$ cat src/design/afc_pkg.sv
// ----------------------------------------------------------------------------
// afc_pkg
// Shared types and constants for the four-layer alpha compositor.
// ----------------------------------------------------------------------------
package afc_pkg;

    // channel and layer widths
    localparam int unsigned CHAN_W   = 8;
    localparam int unsigned NUM_CH   = 3;
    localparam int unsigned NUM_LYR  = 4;
    localparam int unsigned LAYER_W  = 32;
    localparam int unsigned SUM_W    = 16;

    // full-scale channel value, used as the alpha complement base
    localparam logic [CHAN_W-1:0] CHAN_MAX = 8'd255;

    // register map
    localparam logic [0:0] REG_BG_GRAY = 1'b0;
    localparam logic [CHAN_W-1:0] BG_GRAY_RESET = 8'd255;

    typedef logic [CHAN_W-1:0]           chan_t;
    typedef chan_t [NUM_CH-1:0]          rgb_t;     // [0] blue, [1] green, [2] red
    typedef logic [LAYER_W-1:0]          layer_t;   // blue, green, red, alpha
    typedef layer_t [NUM_LYR-1:0]        layers_t;  // [0] back ... [3] front
    typedef logic [SUM_W-1:0]            sum_t;
    typedef sum_t [NUM_CH-1:0]           sums_t;

    // pixel between layer steps: running channels plus all four layers
    typedef struct packed {
        layers_t layers;
        rgb_t    ch;
    } pix_t;

    // weighted sums before the divide by 255
    typedef struct packed {
        layers_t layers;
        sums_t   sum;
    } acc_t;

endpackage

$ cat src/design/four_layer_alpha_compositor.sv
// ----------------------------------------------------------------------------
// four_layer_alpha_compositor
// Blends four RGBA layers over a gray background, one pixel per clock unless the output stalls.
// ----------------------------------------------------------------------------
// pipeline: a multiply register and a normalize register per layer, the last
//   normalize register is the output register
// throughput: one pixel per cycle while m_tready is high
// reset: rst_n clears all stage valid bits and sets background_gray to 255
// ----------------------------------------------------------------------------
module four_layer_alpha_compositor
(
    input  logic         clk,
    input  logic         rst_n,
    // input stream
    input  logic         s_tvalid,
    output logic         s_tready,
    input  logic [127:0] s_tdata,   // back_layer, word_layer, pattern_layer, front_layer
    // output stream
    output logic         m_tvalid,
    input  logic         m_tready,
    output logic [23:0]  m_tdata,   // out_pixel
    // configuration
    input  logic         psel,
    input  logic         penable,
    input  logic         pwrite,
    input  logic [0:0]   paddr,
    input  logic [31:0]  pwdata,
    output logic [31:0]  prdata,
    output logic         pready
);

    afc_pkg::chan_t gray_reg;
    logic           cfg_wr;
    logic           ce;

    afc_pkg::pix_t  stage_pix   [afc_pkg::NUM_LYR + 1];
    logic           stage_valid [afc_pkg::NUM_LYR + 1];
    afc_pkg::acc_t  stage_acc   [afc_pkg::NUM_LYR];
    logic           acc_valid   [afc_pkg::NUM_LYR];

    // configuration register
    assign pready = 1'b1;
    assign cfg_wr = psel && penable && pwrite && pready && (paddr == afc_pkg::REG_BG_GRAY);

    always_ff @(posedge clk or negedge rst_n)
    begin
        if (!rst_n)
        begin
            gray_reg <= afc_pkg::BG_GRAY_RESET;
        end
        else if (cfg_wr)
        begin
            gray_reg <= pwdata[7:0];
        end
    end

    assign prdata = (paddr == afc_pkg::REG_BG_GRAY) ? {24'd0, gray_reg} : 32'd0;

    // whole pipeline advances unless a finished pixel is held at the output
    assign ce       = !stage_valid[afc_pkg::NUM_LYR] || m_tready;
    assign s_tready = ce;

    // stage zero: unpack layers, start all channels at the gray level
    assign stage_valid[0]      = s_tvalid;
    assign stage_pix[0].layers = s_tdata;
    assign stage_pix[0].ch     = {afc_pkg::NUM_CH{gray_reg}};

    // one multiply and one normalize stage per layer
    for (genvar i = 0; i < afc_pkg::NUM_LYR; i++)
    begin : g_layer
        afc_mul u_mul
        (
            .clk       (clk),
            .rst_n     (rst_n),
            .ce        (ce),
            .in_valid  (stage_valid[i]),
            .in_pix    (stage_pix[i]),
            .layer     (stage_pix[i].layers[i]),
            .out_valid (acc_valid[i]),
            .out_acc   (stage_acc[i])
        );

        afc_div u_div
        (
            .clk       (clk),
            .rst_n     (rst_n),
            .ce        (ce),
            .in_valid  (acc_valid[i]),
            .in_acc    (stage_acc[i]),
            .out_valid (stage_valid[i+1]),
            .out_pix   (stage_pix[i+1])
        );
    end

    // output
    assign m_tvalid = stage_valid[afc_pkg::NUM_LYR];
    assign m_tdata  = stage_pix[afc_pkg::NUM_LYR].ch;

endmodule

$ cat src/design/afc_mul.sv
// ----------------------------------------------------------------------------
// afc_mul
// Multiply stage of one layer step: c*(255-a) + l*a per channel, registered.
// ----------------------------------------------------------------------------
module afc_mul
(
    input  logic            clk,
    input  logic            rst_n,
    input  logic            ce,
    input  logic            in_valid,
    input  afc_pkg::pix_t   in_pix,
    input  afc_pkg::layer_t layer,
    output logic            out_valid,
    output afc_pkg::acc_t   out_acc
);

    logic          valid_reg;
    afc_pkg::acc_t acc_reg;
    afc_pkg::acc_t acc_next;
    afc_pkg::chan_t alpha;
    afc_pkg::chan_t alpha_inv;

    assign alpha     = layer[31:24];
    assign alpha_inv = afc_pkg::CHAN_MAX - alpha;

    // weighted sum per channel, at most 255*255
    always_comb
    begin
        acc_next.layers = in_pix.layers;
        for (int k = 0; k < afc_pkg::NUM_CH; k++)
        begin
            acc_next.sum[k] = {8'd0, in_pix.ch[k]} * {8'd0, alpha_inv}
                            + {8'd0, layer[8*k +: 8]} * {8'd0, alpha};
        end
    end

    // valid bit
    always_ff @(posedge clk or negedge rst_n)
    begin
        if (!rst_n)
        begin
            valid_reg <= 1'b0;
        end
        else if (ce)
        begin
            valid_reg <= in_valid;
        end
    end

    // payload
    always_ff @(posedge clk)
    begin
        if (ce)
        begin
            acc_reg <= acc_next;
        end
    end

    assign out_valid = valid_reg;
    assign out_acc   = acc_reg;

endmodule

$ cat src/design/afc_div.sv
// ----------------------------------------------------------------------------
// afc_div
// Normalize stage of one layer step: floor(n/255) by add and shift, registered.
// ----------------------------------------------------------------------------
module afc_div
(
    input  logic          clk,
    input  logic          rst_n,
    input  logic          ce,
    input  logic          in_valid,
    input  afc_pkg::acc_t in_acc,
    output logic          out_valid,
    output afc_pkg::pix_t out_pix
);

    logic          valid_reg;
    afc_pkg::pix_t pix_reg;
    afc_pkg::pix_t pix_next;
    logic [16:0]   q_ext [afc_pkg::NUM_CH];

    // floor(n/255) = (n + (n >> 8) + 1) >> 8, exact for n up to 255*255
    always_comb
    begin
        pix_next.layers = in_acc.layers;
        for (int k = 0; k < afc_pkg::NUM_CH; k++)
        begin
            q_ext[k] = {1'b0, in_acc.sum[k]} + {9'd0, in_acc.sum[k][15:8]} + 17'd1;
            pix_next.ch[k] = q_ext[k][15:8];
        end
    end

    // valid bit
    always_ff @(posedge clk or negedge rst_n)
    begin
        if (!rst_n)
        begin
            valid_reg <= 1'b0;
        end
        else if (ce)
        begin
            valid_reg <= in_valid;
        end
    end

    // payload
    always_ff @(posedge clk)
    begin
        if (ce)
        begin
            pix_reg <= pix_next;
        end
    end

    assign out_valid = valid_reg;
    assign out_pix   = pix_reg;

endmodule

$ cat config.mk
export PLATFORM = sky130hd
export DESIGN_NAME = four_layer_alpha_compositor
export DESIGN_NICKNAME = d
export VERILOG_FILES = /design/src/design/afc_pkg.sv /design/src/design/four_layer_alpha_compositor.sv /design/src/design/afc_mul.sv /design/src/design/afc_div.sv
export SDC_FILE = /design/constraint.sdc
export NUM_CORES = 2
export LEC_CHECK = 0
export ABC_CLOCK_PERIOD_IN_PS = 44200
export BUFFER_PORTS_ARGS = -buffer_cell sky130_fd_sc_hd__buf_2
export CORE_ASPECT_RATIO = 0.8
export CORE_MARGIN = 3
export CORE_UTILIZATION = 65
export CTS_CLUSTER_DIAMETER = 50
export DETAILED_ROUTE_END_ITERATION = 16
export GPL_TIMING_DRIVEN = 0
export PLACE_DENSITY = 0.82
export SYNTH_ARGS = -nofsm -noshare
export SYNTH_HDL_FRONTEND = slang
export SYNTH_HIERARCHICAL = 1
export SYNTH_SLANG_ARGS = --single-unit
export TNS_END_PERCENT = 5
$ cat constraint.sdc
create_clock -name clk -period 44.2 [get_ports clk]
set_clock_uncertainty 0.15 [all_clocks]
set_input_delay 4.42 -clock clk [delete_from_list [all_inputs] [get_ports clk]]
set_output_delay 4.42 -clock clk [all_outputs]
set_load 0.005 [all_outputs]
==> summary.txt <==
Route
  – WL per Instance: 19.61 um
  – Initial DRC Count: 3641
  – # DRC: 0
  – 1st-pass router iterations: 6
  – Routed vias: 50279
  – Antenna-violating nets left: 0
  – Total wire length: 177500 um
  – DR vias/cell: 5.556

Floorplanning
  – DIE AREA: 0.1238 sq mm
  – Ports: 227
  – Initial core utilization: 0.6604
  – Die span in y: 315.3 um
  – Core area: 0.1177 sq mm
  – Die X: 392.6 um
  – Standard-cell row count: 112

CTS
  – CTS tree: done
  – Longest Clk Path Bufs: 3
  – Hold_buf cts: 0
  – Total CTS buffers: 81
  – Root Buffer: clkbuf_16
  – CTS resizes: 0
  – Clock-pin transition on the worst setup and hold timing paths: 0.06 ns
  – Htree depth: 3
  – Post-CTS Setup Inserts: 0
  – Skew-Pair Late Insertion Delay: 0.68 ns
  – CTS sink cnt: 688

Worst hold path
  – Hold Crit Depth: 0
  – Hold WC Path Type: flip-flop to flip-flop
  – Hold EP: g_layer[2].u_mul/out_acc[166]
  – Worst Min Path Start: g_layer[1].u_div/out_pix[142]

Timing
  – Worst Tran Pin Value: 1.098 ns
  – Max Fclk: 95.51 MHz
  – Final hold vios: 0
  – Setup TNS: 0 ns
  – Final slew viol count: 0
  – Min Clock Period, post-route: 10.47 ns
  – Hold slack: 0.2527 ns
  – Unrepaired setup endpoints after global routing: false
  – Slew headroom: 0.2680
  – Setup-failing EPs final: 0
  – Final period utilization: 0.2369

Setup path
  – Critical path buffers and inverters: 7
  – Flop-to-flop setup slack: 36.84 ns
  – CP top delay family: adder cells
  – WP data arrival: 10.75 ns
  – CP max-delay cell: clkbuf_1
  – Crit Reg-Reg Endpoint: g_layer[2].u_mul/out_acc[47]
  – Worst Setup End Kind: flip-flop
  – Worst path max stage delay: 0.65 ns
  – Worst path depth: 20
  – Critical path cell sequence: clkbuf_1 > clkbuf_1 > nand2_1 > fa_1 > inv_1 > ha_1 > inv_1 > fa_1 > inv_1 > fa_1 > fa_1 > inv_1 > fa_1 > inv_1 > ha_1 > nand3_1 > o211ai_1 > a2111oi_1 > o21bai_1 > xnor2_1
  – Setup CP Type: input port to flip-flop
  – Critical Path Start Type: input port
  – CP max FO: 10
  – Worst R2R Start: g_layer[1].u_div/out_pix[117]
  – Worst r2r path cells: 20
  – Crit path required time: 44.48 ns

Yosys
  – Synthesized area per cell: 10.87 sq um
  – Synth Warn #: 6
  – Mapped Area: 0.07773 sq mm
  – Synth Instances: 7152

Placement
  – Cell Area, Placed: 0.08090 sq mm
  – Gp weighted congestion: 0.9256
  – Hpwl dp: 139300 um
  – Cell count after placement: 8901
  – IO Port Bufs: 169

Global route
  – Gr ovfl total: 0
  – Vias in the first global route: 54969
  – Largest net degree at the start of global routing: 78
  – Global-route wire length before repair: 290200 um
  – Total GRT Usage: 0.3018
  – Initial antenna violation count: 6

Cells and area
  – Layout Cells excl Fill: 9049
  – Nets: 9593
  – Post-layout instance area: 0.08355 sq mm
  – Most frequent cells in the layout: inv_1, fa_1, ha_1
  – Layout cell share with drive strength beyond 1: 0.05861
  – Largest register FFs: 384
  – Area Growth Syn to Fin: 7.485%
  – Commonest non-fill, non-tap cell in the layout: inv_1

Run status
  – Status: finished, final reports clean

Run
  – Max Cap Viol: 0
## worst reg2reg max path, cell delays in order, from the launching register on
cell	delay [ns]
edfxtp_1	0.39
clkbuf_1	0.54
clkbuf_1	0.68
nor2b_1	0.16
fa_1	0.53
inv_1	0.05
fa_1	0.48
inv_1	0.06
fa_1	0.49
fa_1	0.55
fa_1	0.51
inv_1	0.05
fa_1	0.47
inv_1	0.04
ha_1	0.38
nand3_1	0.13
nor4_1	0.30
nor3_2	0.11
a21oi_1	0.53
or4_1	0.20
nand4_1	0.22
## per-layer routing
metal / vias to the layer above / part of all wire / GRT usage
met1: 25184 / 0.40 / 0.4081
met5: - / 0.000073 / 0
met4: 2 / 0.034 / 0.09517
met3: 414 / 0.090 / 0.06661
met2: 2076 / 0.47 / 0.4912
li1: 22603 / - / -
## layout make-up
type                       instances  area (sq um)
timing repair buffer             179          1114
sequential                       688         20590
inverter                        1662          6238
clock inverter                    52         575.6
clock buffer                      93          2072
multi-input combinational       4644         50220
tap                             1539          1926
buffer                           189         808.3
fill                            8265         34160
antenna                            3         7.507
## how the worst max path moves through the flow
stage               slack [ns]                      endpoint   startpoint
floorplan                19.00                      s_tready     m_tready
global placement         11.54                      s_tready     m_tready
detailed placement       33.14  g_layer[0].u_mul/out_acc[31]  s_tdata[30]
CTS                      33.84  g_layer[0].u_mul/out_acc[15]  s_tdata[27]
global route             33.41  g_layer[0].u_mul/out_acc[31]  s_tdata[30]
finish                   33.73  g_layer[0].u_mul/out_acc[15]  s_tdata[27]
## through the flow
stage                     utilization  setup WS (ns)
final                          0.7098          33.73
after global routing           0.7097          33.41
after CTS                      0.7097          33.84
after detailed placement       0.6872          33.14
after global placement         0.6849          11.54
after floorplan                     -          19.00
Power is left out: the tool's default activity adds up to more than one toggle a clock period on the data nets, which glitch-free logic cannot reach.
